**src/rtl/drvd_pkg.sv**
```systemverilog
// Shared types, representation codes and size table for the repcode value decoder.
package drvd_pkg;

    localparam int Q_DEPTH = 2;
    localparam int Q_PTR_W = $clog2(Q_DEPTH);
    localparam int Q_CNT_W = $clog2(Q_DEPTH + 1);
    localparam int CNT_W   = 30;

    localparam logic [4:0] RC_FSINGL = 5'd2;
    localparam logic [4:0] RC_FDOUBL = 5'd7;
    localparam logic [4:0] RC_SSHORT = 5'd12;
    localparam logic [4:0] RC_SNORM  = 5'd13;
    localparam logic [4:0] RC_SLONG  = 5'd14;
    localparam logic [4:0] RC_USHORT = 5'd15;
    localparam logic [4:0] RC_UNORM  = 5'd16;
    localparam logic [4:0] RC_ULONG  = 5'd17;
    localparam logic [4:0] RC_UVARI  = 5'd18;
    localparam logic [4:0] RC_IDENT  = 5'd19;
    localparam logic [4:0] RC_ASCII  = 5'd20;
    localparam logic [4:0] RC_ORIGIN = 5'd22;
    localparam logic [4:0] RC_OBNAME = 5'd23;
    localparam logic [4:0] RC_OBJREF = 5'd24;
    localparam logic [4:0] RC_ATTREF = 5'd25;
    localparam logic [4:0] RC_UNITS  = 5'd27;
    localparam logic [4:0] RC_MAX    = 5'd27;

    localparam logic [15:0] UV2_BIAS = 16'h8000;
    localparam logic [31:0] UV4_BIAS = 32'hC000_0000;

    typedef enum logic [2:0] {
        CLS_DATA,
        CLS_FIXED,
        CLS_UVAR,
        CLS_ALEN,
        CLS_ILEN,
        CLS_BAD_CODE,
        CLS_NO_DECODER
    } t_cls;

    typedef enum logic [2:0] {
        PH_IDLE,
        PH_FIXED,
        PH_UVAR,
        PH_ALEN,
        PH_ILEN,
        PH_STR
    } t_phase;

    typedef enum logic [2:0] {
        KIND_UNS,
        KIND_SIGNED,
        KIND_F32,
        KIND_F64,
        KIND_LEN,
        KIND_BYTE,
        KIND_NONE
    } t_kind;

    typedef enum logic [1:0] {
        ST_OK,
        ST_TRUNC,
        ST_UNKNOWN,
        ST_UNDECODABLE
    } t_status;

    typedef struct packed {
        logic [7:0] data;
        logic       bend;
        t_cls       cls;
        logic [4:0] code;
        logic [4:0] size;
    } t_q_item;

    typedef struct packed {
        logic [63:0] bits;
        t_kind       kind;
        t_status     status;
        logic        last;
    } t_result;

    function automatic logic [4:0] repcode_size(input logic [4:0] code);
        logic [4:0] s;
        case (code)
            5'd1:    s = 5'd2;
            5'd2:    s = 5'd4;
            5'd3:    s = 5'd8;
            5'd4:    s = 5'd12;
            5'd5:    s = 5'd4;
            5'd6:    s = 5'd4;
            5'd7:    s = 5'd8;
            5'd8:    s = 5'd16;
            5'd9:    s = 5'd24;
            5'd10:   s = 5'd8;
            5'd11:   s = 5'd16;
            5'd12:   s = 5'd1;
            5'd13:   s = 5'd2;
            5'd14:   s = 5'd4;
            5'd15:   s = 5'd1;
            5'd16:   s = 5'd2;
            5'd17:   s = 5'd4;
            5'd21:   s = 5'd8;
            5'd26:   s = 5'd1;
            default: s = 5'd0;
        endcase
        return s;
    endfunction

endpackage

```
**src/rtl/dlis_repcode_value_decoder.sv**
```systemverilog
// Top level of the RP66 representation-code value decoder.
// A result appears at the output once its final byte has passed through the queue and the output register.
// Throughput: one byte per cycle, sustained while the output side keeps taking items.
// The two-entry queue and the output register absorb stalls on either side.
// Reset is synchronous and active low; it empties the queue and returns the decoder to idle.
module dlis_repcode_value_decoder import drvd_pkg::*; (
    input  logic        i_clk,
    input  logic        i_rst_n,
    input  logic        i_in_valid,
    output logic        o_in_ready,
    input  logic [7:0]  i_data_byte,
    input  logic        i_value_start,
    input  logic [4:0]  i_repcode,
    input  logic        i_buffer_end,
    output logic        o_out_valid,
    input  logic        i_out_ready,
    output logic [63:0] o_value_bits,
    output logic [2:0]  o_value_kind,
    output logic [1:0]  o_status,
    output logic        o_last
);

    t_q_item w_front_item;
    t_q_item w_q_item;
    logic    w_q_full;
    logic    w_q_valid;
    logic    w_pop;
    t_result w_result;

    assign o_in_ready = !w_q_full;

    drvd_front u_front (
        .i_data_byte   (i_data_byte),
        .i_value_start (i_value_start),
        .i_repcode     (i_repcode),
        .i_buffer_end  (i_buffer_end),
        .o_item        (w_front_item)
    );

    drvd_queue u_queue (
        .i_clk   (i_clk),
        .i_rst_n (i_rst_n),
        .i_push  (i_in_valid && !w_q_full),
        .i_item  (w_front_item),
        .o_full  (w_q_full),
        .i_pop   (w_pop),
        .o_valid (w_q_valid),
        .o_item  (w_q_item)
    );

    drvd_back u_back (
        .i_clk       (i_clk),
        .i_rst_n     (i_rst_n),
        .i_q_valid   (w_q_valid),
        .i_item      (w_q_item),
        .o_pop       (w_pop),
        .o_out_valid (o_out_valid),
        .i_out_ready (i_out_ready),
        .o_result    (w_result)
    );

    assign o_value_bits = w_result.bits;
    assign o_value_kind = w_result.kind;
    assign o_status     = w_result.status;
    assign o_last       = w_result.last;

endmodule

```
**src/rtl/drvd_front.sv**
```systemverilog
// Front end: classifies the first byte of each value by its representation code and marks other bytes as data.
module drvd_front import drvd_pkg::*; (
    input  logic [7:0] i_data_byte,
    input  logic       i_value_start,
    input  logic [4:0] i_repcode,
    input  logic       i_buffer_end,
    output t_q_item    o_item
);

    t_cls w_cls;

    always_comb begin
        if (!i_value_start) begin
            w_cls = CLS_DATA;
        end else if (i_repcode == 5'd0 || i_repcode > RC_MAX) begin
            w_cls = CLS_BAD_CODE;
        end else if (i_repcode >= RC_OBNAME && i_repcode <= RC_ATTREF) begin
            w_cls = CLS_NO_DECODER;
        end else if (i_repcode == RC_UVARI || i_repcode == RC_ORIGIN) begin
            w_cls = CLS_UVAR;
        end else if (i_repcode == RC_IDENT || i_repcode == RC_UNITS) begin
            w_cls = CLS_ILEN;
        end else if (i_repcode == RC_ASCII) begin
            w_cls = CLS_ALEN;
        end else begin
            w_cls = CLS_FIXED;
        end
    end

    assign o_item.data = i_data_byte;
    assign o_item.bend = i_buffer_end;
    assign o_item.cls  = w_cls;
    assign o_item.code = i_repcode;
    assign o_item.size = repcode_size(i_repcode);

endmodule

```
**src/rtl/drvd_queue.sv**
```systemverilog
// Short register queue between the classifier and the decoding back end.
module drvd_queue import drvd_pkg::*; (
    input  logic    i_clk,
    input  logic    i_rst_n,
    input  logic    i_push,
    input  t_q_item i_item,
    output logic    o_full,
    input  logic    i_pop,
    output logic    o_valid,
    output t_q_item o_item
);

    t_q_item              r_mem [Q_DEPTH];
    logic [Q_PTR_W-1:0]   r_wr_ptr;
    logic [Q_PTR_W-1:0]   r_rd_ptr;
    logic [Q_CNT_W-1:0]   r_count;
    logic [Q_PTR_W-1:0]   n_wr_ptr;
    logic [Q_PTR_W-1:0]   n_rd_ptr;
    logic [Q_CNT_W-1:0]   n_count;

    localparam logic [Q_PTR_W-1:0] LAST_PTR = Q_PTR_W'(Q_DEPTH - 1);
    localparam logic [Q_CNT_W-1:0] FULL_CNT = Q_CNT_W'(Q_DEPTH);

    assign o_full  = (r_count == FULL_CNT);
    assign o_valid = (r_count != '0);
    assign o_item  = r_mem[r_rd_ptr];

    always_comb begin
        n_wr_ptr = r_wr_ptr;
        n_rd_ptr = r_rd_ptr;
        n_count  = r_count;
        if (i_push) begin
            n_wr_ptr = (r_wr_ptr == LAST_PTR) ? '0 : r_wr_ptr + 1'b1;
        end
        if (i_pop) begin
            n_rd_ptr = (r_rd_ptr == LAST_PTR) ? '0 : r_rd_ptr + 1'b1;
        end
        if (i_push && !i_pop) begin
            n_count = r_count + 1'b1;
        end else if (!i_push && i_pop) begin
            n_count = r_count - 1'b1;
        end
    end

    always_ff @(posedge i_clk) begin
        if (!i_rst_n) begin
            r_wr_ptr <= '0;
            r_rd_ptr <= '0;
            r_count  <= '0;
        end else begin
            r_wr_ptr <= n_wr_ptr;
            r_rd_ptr <= n_rd_ptr;
            r_count  <= n_count;
        end
    end

    always_ff @(posedge i_clk) begin
        if (i_push) begin
            r_mem[r_wr_ptr] <= i_item;
        end
    end

    a_no_overflow: assert property (@(posedge i_clk) disable iff (!i_rst_n)
        o_full |-> !(i_push && !i_pop))
        else $error("Queue written while full.");

    a_no_underflow: assert property (@(posedge i_clk) disable iff (!i_rst_n)
        i_pop |-> o_valid)
        else $error("Queue read while empty.");

endmodule

```
**src/rtl/drvd_back.sv**
```systemverilog
// Back end: value assembly state machine and registered result stage.
module drvd_back import drvd_pkg::*; (
    input  logic    i_clk,
    input  logic    i_rst_n,
    input  logic    i_q_valid,
    input  t_q_item i_item,
    output logic    o_pop,
    output logic    o_out_valid,
    input  logic    i_out_ready,
    output t_result o_result
);

    t_phase             r_phase;
    t_phase             n_phase;
    logic [4:0]         r_code;
    logic [4:0]         n_code;
    logic [CNT_W-1:0]   r_count;
    logic [CNT_W-1:0]   n_count;
    logic [CNT_W-1:0]   r_target;
    logic [CNT_W-1:0]   n_target;
    logic [63:0]        r_asm;
    logic [63:0]        n_asm;
    logic               r_out_valid;
    t_result            r_result;
    t_result            w_res;
    logic               w_res_valid;

    t_phase             e_phase;
    logic [4:0]         e_code;
    logic [CNT_W-1:0]   e_count;
    logic [CNT_W-1:0]   e_target;
    logic [63:0]        e_asm;
    logic               w_start;
    logic               w_bad_start;

    logic [63:0]        w_sh;
    logic [CNT_W-1:0]   w_cnt_inc;
    logic [CNT_W-1:0]   w_uv_tgt;
    logic               w_uv_done;
    logic [31:0]        w_uv_val;
    logic [31:0]        w_len;
    logic               w_len_zero;
    logic               w_cnt_done;
    logic [7:0]         w_b;
    logic               w_bend;

    assign o_pop       = i_q_valid && (!r_out_valid || i_out_ready);
    assign o_out_valid = r_out_valid;
    assign o_result    = r_result;

    assign w_b         = i_item.data;
    assign w_bend      = i_item.bend;
    assign w_start     = (i_item.cls != CLS_DATA);
    assign w_bad_start = (i_item.cls == CLS_BAD_CODE) || (i_item.cls == CLS_NO_DECODER);

    always_comb begin
        if (w_start) begin
            e_code   = i_item.code;
            e_count  = '0;
            e_target = '0;
            e_asm    = '0;
            case (i_item.cls)
                CLS_FIXED: begin
                    e_phase  = PH_FIXED;
                    e_target = CNT_W'(i_item.size);
                end
                CLS_UVAR: e_phase = PH_UVAR;
                CLS_ALEN: e_phase = PH_ALEN;
                CLS_ILEN: e_phase = PH_ILEN;
                default:  e_phase = PH_IDLE;
            endcase
        end else begin
            e_phase  = r_phase;
            e_code   = r_code;
            e_count  = r_count;
            e_target = r_target;
            e_asm    = r_asm;
        end
    end

    always_comb begin
        w_sh       = {e_asm[55:0], w_b};
        w_cnt_inc  = e_count + 1'b1;
        w_cnt_done = (w_cnt_inc >= e_target);
        if (e_count == '0) begin
            if (!w_b[7]) begin
                w_uv_tgt = CNT_W'(1);
            end else if (!w_b[6]) begin
                w_uv_tgt = CNT_W'(2);
            end else begin
                w_uv_tgt = CNT_W'(4);
            end
        end else begin
            w_uv_tgt = e_target;
        end
        w_uv_done = (w_cnt_inc >= w_uv_tgt);
        if (w_uv_tgt == CNT_W'(1)) begin
            w_uv_val = {24'd0, w_sh[7:0]};
        end else if (w_uv_tgt == CNT_W'(2)) begin
            w_uv_val = {16'd0, w_sh[15:0] - UV2_BIAS};
        end else begin
            w_uv_val = w_sh[31:0] - UV4_BIAS;
        end
        w_len      = (e_phase == PH_ILEN) ? {24'd0, w_b} : w_uv_val;
        w_len_zero = (w_len == 32'd0);
    end

    // Next state of the value assembly.
    always_comb begin
        n_phase  = r_phase;
        n_code   = r_code;
        n_count  = r_count;
        n_target = r_target;
        n_asm    = r_asm;
        if (o_pop) begin
            n_phase  = e_phase;
            n_code   = e_code;
            n_count  = e_count;
            n_target = e_target;
            n_asm    = e_asm;
            unique case (e_phase)
                PH_IDLE: begin
                end
                PH_FIXED: begin
                    n_asm   = w_sh;
                    n_count = w_cnt_inc;
                    if (w_cnt_done || w_bend) begin
                        n_phase = PH_IDLE;
                    end
                end
                PH_UVAR, PH_ALEN: begin
                    n_asm    = w_sh;
                    n_count  = w_cnt_inc;
                    n_target = w_uv_tgt;
                    if (!w_uv_done) begin
                        if (w_bend) begin
                            n_phase = PH_IDLE;
                        end
                    end else if (e_phase == PH_UVAR || w_len_zero || w_bend) begin
                        n_phase = PH_IDLE;
                    end else begin
                        n_phase  = PH_STR;
                        n_count  = '0;
                        n_target = w_len[CNT_W-1:0];
                    end
                end
                PH_ILEN: begin
                    if (w_len_zero || w_bend) begin
                        n_phase = PH_IDLE;
                    end else begin
                        n_phase  = PH_STR;
                        n_count  = '0;
                        n_target = w_len[CNT_W-1:0];
                    end
                end
                PH_STR: begin
                    n_count = w_cnt_inc;
                    if (w_cnt_done || w_bend) begin
                        n_phase = PH_IDLE;
                    end
                end
                default: n_phase = PH_IDLE;
            endcase
        end
    end

    // Result produced by the item being taken from the queue.
    always_comb begin
        w_res_valid   = 1'b0;
        w_res.bits    = '0;
        w_res.kind    = KIND_NONE;
        w_res.status  = ST_OK;
        w_res.last    = 1'b1;
        if (w_start && w_bad_start) begin
            w_res_valid  = 1'b1;
            w_res.status = (i_item.cls == CLS_BAD_CODE) ? ST_UNKNOWN : ST_UNDECODABLE;
        end else begin
            unique case (e_phase)
                PH_IDLE: begin
                end
                PH_FIXED: begin
                    if (w_cnt_done) begin
                        w_res_valid = 1'b1;
                        case (e_code)
                            RC_SSHORT: begin
                                w_res.bits = {{56{w_sh[7]}}, w_sh[7:0]};
                                w_res.kind = KIND_SIGNED;
                            end
                            RC_SNORM: begin
                                w_res.bits = {{48{w_sh[15]}}, w_sh[15:0]};
                                w_res.kind = KIND_SIGNED;
                            end
                            RC_SLONG: begin
                                w_res.bits = {{32{w_sh[31]}}, w_sh[31:0]};
                                w_res.kind = KIND_SIGNED;
                            end
                            RC_USHORT: begin
                                w_res.bits = {56'd0, w_sh[7:0]};
                                w_res.kind = KIND_UNS;
                            end
                            RC_UNORM: begin
                                w_res.bits = {48'd0, w_sh[15:0]};
                                w_res.kind = KIND_UNS;
                            end
                            RC_ULONG: begin
                                w_res.bits = {32'd0, w_sh[31:0]};
                                w_res.kind = KIND_UNS;
                            end
                            RC_FSINGL: begin
                                w_res.bits = {32'd0, w_sh[31:0]};
                                w_res.kind = KIND_F32;
                            end
                            RC_FDOUBL: begin
                                w_res.bits = w_sh;
                                w_res.kind = KIND_F64;
                            end
                            default: begin
                            end
                        endcase
                    end else if (w_bend) begin
                        w_res_valid  = 1'b1;
                        w_res.status = ST_TRUNC;
                    end
                end
                PH_UVAR, PH_ALEN, PH_ILEN: begin
                    if (e_phase != PH_ILEN && !w_uv_done) begin
                        if (w_bend) begin
                            w_res_valid  = 1'b1;
                            w_res.status = ST_TRUNC;
                        end
                    end else if (e_phase == PH_UVAR) begin
                        w_res_valid = 1'b1;
                        w_res.bits  = {32'd0, w_uv_val};
                        w_res.kind  = KIND_UNS;
                    end else if (w_len_zero) begin
                        w_res_valid = 1'b1;
                        w_res.kind  = KIND_LEN;
                    end else if (w_bend) begin
                        w_res_valid  = 1'b1;
                        w_res.status = ST_TRUNC;
                    end else begin
                        w_res_valid = 1'b1;
                        w_res.bits  = {32'd0, w_len};
                        w_res.kind  = KIND_LEN;
                        w_res.last  = 1'b0;
                    end
                end
                PH_STR: begin
                    w_res_valid = 1'b1;
                    if (w_cnt_done) begin
                        w_res.bits = {56'd0, w_b};
                        w_res.kind = KIND_BYTE;
                    end else if (w_bend) begin
                        w_res.status = ST_TRUNC;
                    end else begin
                        w_res.bits = {56'd0, w_b};
                        w_res.kind = KIND_BYTE;
                        w_res.last = 1'b0;
                    end
                end
                default: begin
                end
            endcase
        end
    end

    always_ff @(posedge i_clk) begin
        if (!i_rst_n) begin
            r_phase     <= PH_IDLE;
            r_code      <= '0;
            r_count     <= '0;
            r_target    <= '0;
            r_asm       <= '0;
            r_out_valid <= 1'b0;
        end else begin
            r_phase  <= n_phase;
            r_code   <= n_code;
            r_count  <= n_count;
            r_target <= n_target;
            r_asm    <= n_asm;
            if (o_pop && w_res_valid) begin
                r_out_valid <= 1'b1;
            end else if (i_out_ready) begin
                r_out_valid <= 1'b0;
            end
        end
    end

    always_ff @(posedge i_clk) begin
        if (o_pop && w_res_valid) begin
            r_result <= w_res;
        end
    end

    a_last_goes_idle: assert property (@(posedge i_clk) disable iff (!i_rst_n)
        (o_pop && w_res_valid && w_res.last) |=> (r_phase == PH_IDLE))
        else $error("Decoder did not return to idle after the final result.");

    a_fixed_in_range: assert property (@(posedge i_clk) disable iff (!i_rst_n)
        (r_phase == PH_FIXED) |-> (r_count < r_target))
        else $error("Fixed-size value kept open past its size.");

    a_str_nonzero: assert property (@(posedge i_clk) disable iff (!i_rst_n)
        (r_phase == PH_STR) |-> (r_target != '0) && (r_count < r_target))
        else $error("String state entered with an empty or exhausted length.");

endmodule
```
**config.mk**
```make
export PLATFORM = sky130hd
export DESIGN_NAME = dlis_repcode_value_decoder
export DESIGN_NICKNAME = d
export VERILOG_FILES = /design/src/rtl/drvd_pkg.sv /design/src/rtl/dlis_repcode_value_decoder.sv /design/src/rtl/drvd_front.sv /design/src/rtl/drvd_queue.sv /design/src/rtl/drvd_back.sv
export SDC_FILE = /design/constraint.sdc
export NUM_CORES = 1
export LEC_CHECK = 0
export BUFFER_PORTS_ARGS = -buffer_cell sky130_fd_sc_hd__buf_2
export CAP_MARGIN = 15
export CORE_ASPECT_RATIO = 0.75
export CORE_MARGIN = 3
export CORE_UTILIZATION = 35
export DETAILED_ROUTE_END_ITERATION = 12
export PLACE_DENSITY = 0.48
export SLEW_MARGIN = 20
export SYNTH_ARGS = -nofsm -noshare
export SYNTH_HDL_FRONTEND = slang
export SYNTH_SLANG_ARGS = --single-unit
```
**constraint.sdc**
```tcl
create_clock -name i_clk -period 14.1 [get_ports i_clk]
set_input_delay 2.115 -clock i_clk [delete_from_list [all_inputs] [get_ports i_clk]]
set_output_delay 2.115 -clock i_clk [all_outputs]
set_load 0.02 [all_outputs]
```
==> run metrics <==
status=completed; routed length per instance=20.2 um; DR pass1 iterations=5; switching pwr=1.03 mW; Top FF cell, synth=dfxtp_1; Mean Syn Cell Area=9.62 sq um; fill count=3441; leakage=5.44 nW; H-tree depth=1; PwrDens=183 nW/um^2; final hold violation count=0; Layout Cells excl Fill=1854; Inst Count DP=1805; Pint=1.61 mW; die area=38300 sq um; Reg power frac=36.9%; register area share after synthesis=47.8%; # resized after CTS=0; initial antenna violation count=0; Initial Util=35.9%; yosys warns=0; worst endpoint required time=14.26 ns; growth of design area from synthesis to finish=14.4%; Cells after Synth=1310; Final Net Count=1464; multi-input logic area=6200 sq um; core area=35100 sq um; ANT cells=0; endpoints failing setup=0; largest net degree at the start of global routing=73; RSZ-0062 raised after global routing=no; Worst setup EP type=register; synthesized area=12600 sq um; Max-Cap Viols=0; Die H=170 um; Post-CTS Hold Buffers=0; Clock Skew=0.0185 ns; post-placement cell area=13500 sq um; Clock Latency Late Sink=0.55 ns; FF+latch count, synth=244; I/O pin total=91; vias=10320; max-slew violation count=0; final hold slack=0.467 ns; Reg clk slew, reported paths=0.06 ns; EDFF count, synth=114; Final min period=7.08 ns; startpoint types=register; Synth Net Count=1397; worst-margin pin slew=1.00 ns; vias per cell=5.57; part of the cycle the worst path needs=50.2%; vias in the first global route=9648; Clock power frac=27.4%; switching part of the total=39.1%; number of buffers created by CTS=26; Async S/R FF share, synth=0%; synth top area cells=edfxtp_1 (27%), dfxtp_1 (21%), ha_1 (6.8%); Worst EP arrival=7.24 ns; Synth top area share=27.2%; synth cell count leaders=nand2_1 (155), nor2_1 (152), dfxtp_1 (130); worst slew margin relative to its limit=33.0%; post-CTS setup buffer count=0; Fin Setup TNS=0 ns; cell with the most instances after synthesis=nand2_1; DRC Markers=0; Global Route Usage Sum=19.1%; HPWL Detailed=25900 um; Logic pwr share=35.7%; largest area contributor in the netlist=edfxtp_1; max frequency=141 MHz; num rows=59; CTS tree=built; Max VDD drop=106 uV; library cells used by synthesis=86; Hold Crit Class=register to register; DRT antenna net count=0; Chip Width=225 um; Sequential Area=6030 sq um; CP Max Fanout=70; CTS Sinks=244; drt total wl=37500 um; final instance area=14400 sq um; global-route wire length before repair=57700 um; IO buf count=90; share of layout cells above drive strength 1=13.2%; GR Overflow Total=0; Setup CP Type=register to register; clock buffer depth=3; Root Driver=clkbuf_16; GP Congestion=0.867; DRT iter0 DRCs=849
==> critical path, stage by stage, from the launching register on <==
cell and delay (ns):
dfxtp_2 0.32, buf_4 0.29, or4_1 0.61, nand2_2 0.08
buf_4 0.57, nand2_1 0.23, inv_1 0.15, ha_1 0.27
and2_1 0.19, and3_1 0.37, nand3_1 0.22, or3_1 0.40
a21oi_1 0.27, ha_1 0.30, nand3_1 0.07, nor2_1 0.07
o21ai_0 0.09, o21ai_0 0.15, nor4_1 0.85, o21ai_0 0.28
o31ai_1 0.39, inv_2 0.04, buf_4 0.36
==> power by group through the flow <==
stage          Clock [mW]  Combinational (mW)  Sequential [mW]
2_1_floorplan           0               0.530             1.08
3_3_place_gp            0               0.938            0.990
3_5_place_dp            0               0.934            0.989
4_1_cts             0.741               0.940            0.978
5_1_grt             0.770                1.02            0.988
6_report            0.725               0.942            0.975
==> cell families (layout without fill, tap and decap cells) <==
| group | Yosys count | count (layout) | share of synthesized area, % |
|---|---|---|---|
| simple gates | 479 | 479 | 17.8 |
| compound gates | 362 | 362 | 19.7 |
| flops | 244 | 244 | 47.8 |
| buf+inv | 95 | 182 | 3.30 |
| fa+ha+maj | 68 | 68 | 6.75 |
| xor+xnor | 36 | 36 | 2.50 |
| mux | 26 | 26 | 2.11 |
==> registers in the layout, indices dropped and copies added, names as in the netlist, named ones only <==
name                cells
u_queue.r_count         2
u_back.r_code           5
u_back.r_target        30
u_back.r_count         30
u_back.o_out_valid      1
u_back.o_result        70
u_back.r_phase          3
u_back.r_asm           56
u_queue.r_rd_ptr        1
u_queue.r_mem          44
u_queue.r_wr_ptr        1
==> per-layer routing <==
metal	share of wire (%)	vias to the layer above	routed length, um	track usage (%)
met4	2.0	0	761	4.42
met3	4.9	53	1840	2.98
met5	0	-	0	0
met2	40	265	15200	26.7
li1	-	4998	-	-
met1	53	5004	19700	30.6
==> placed cells by master (no fill, tap or decap), types with 5 or more instances in the layout <==
cell type / Yosys / layout
clkbuf_16: 0 / 27
ha_1: 68 / 68
edfxtp_1: 114 / 114
nor2b_1: 7 / 7
and2_1: 9 / 9
nor4_1: 17 / 16
nand2b_1: 10 / 10
nand2_1: 155 / 154
and3_1: 8 / 7
o21a_1: 12 / 12
a21oi_1: 97 / 96
a21o_1: 29 / 29
o31ai_1: 5 / 5
mux2i_1: 22 / 22
inv_1: 22 / 21
buf_2: 7 / 90
xnor2_1: 9 / 9
clkbuf_8: 0 / 6
o21ai_0: 49 / 48
nor2_1: 152 / 150
buf_4: 5 / 20
a22oi_1: 52 / 52
o22ai_1: 7 / 7
xor2_1: 27 / 27
dfxtp_1: 130 / 129
a211oi_1: 8 / 8
nand4_1: 22 / 22
clkbuf_1: 42 / 8
nand3_1: 36 / 36
or3_1: 6 / 6
a22o_1: 47 / 47
nor3_1: 26 / 25
==> final timing paths <==
path / from / endpoint / slack (ns) / cells past startpoint
worst max-delay path: register / u_back.o_result[25] / 7.02 / 22
worst min-delay path: u_back.r_code[4] / u_back.r_code[4] / 0.47 / 2
worst max register to register: register / u_back.o_result[25] / 7.02 / 22
worst min register to register: u_back.r_code[4] / u_back.r_code[4] / 0.47 / 2
==> stage by stage <==
step / setup WS, ns / power [mW] / utilization (%)
after floorplan: 7.55 / 1.61 / -
after global placement: 7.34 / 1.93 / 38.4
after detailed placement: 7.18 / 1.92 / 38.4
after CTS: 7.17 / 2.66 / 41.0
after global routing: 6.70 / 2.78 / 41.1
final: 7.02 / 2.64 / 41.1
==> area by class of cell <==
cell class / instances / area share (%)
Multi-Input combinational cell: 971 / 43.0
Sequential cell: 244 / 41.8
Clock buffer: 41 / 5.47
Timing Repair Buffer: 111 / 4.36
Tap cell: 457 / 3.97
Clock inverter: 7 / 0.790
Inverter: 23 / 0.599
Power figures use the tool's default switching activity.
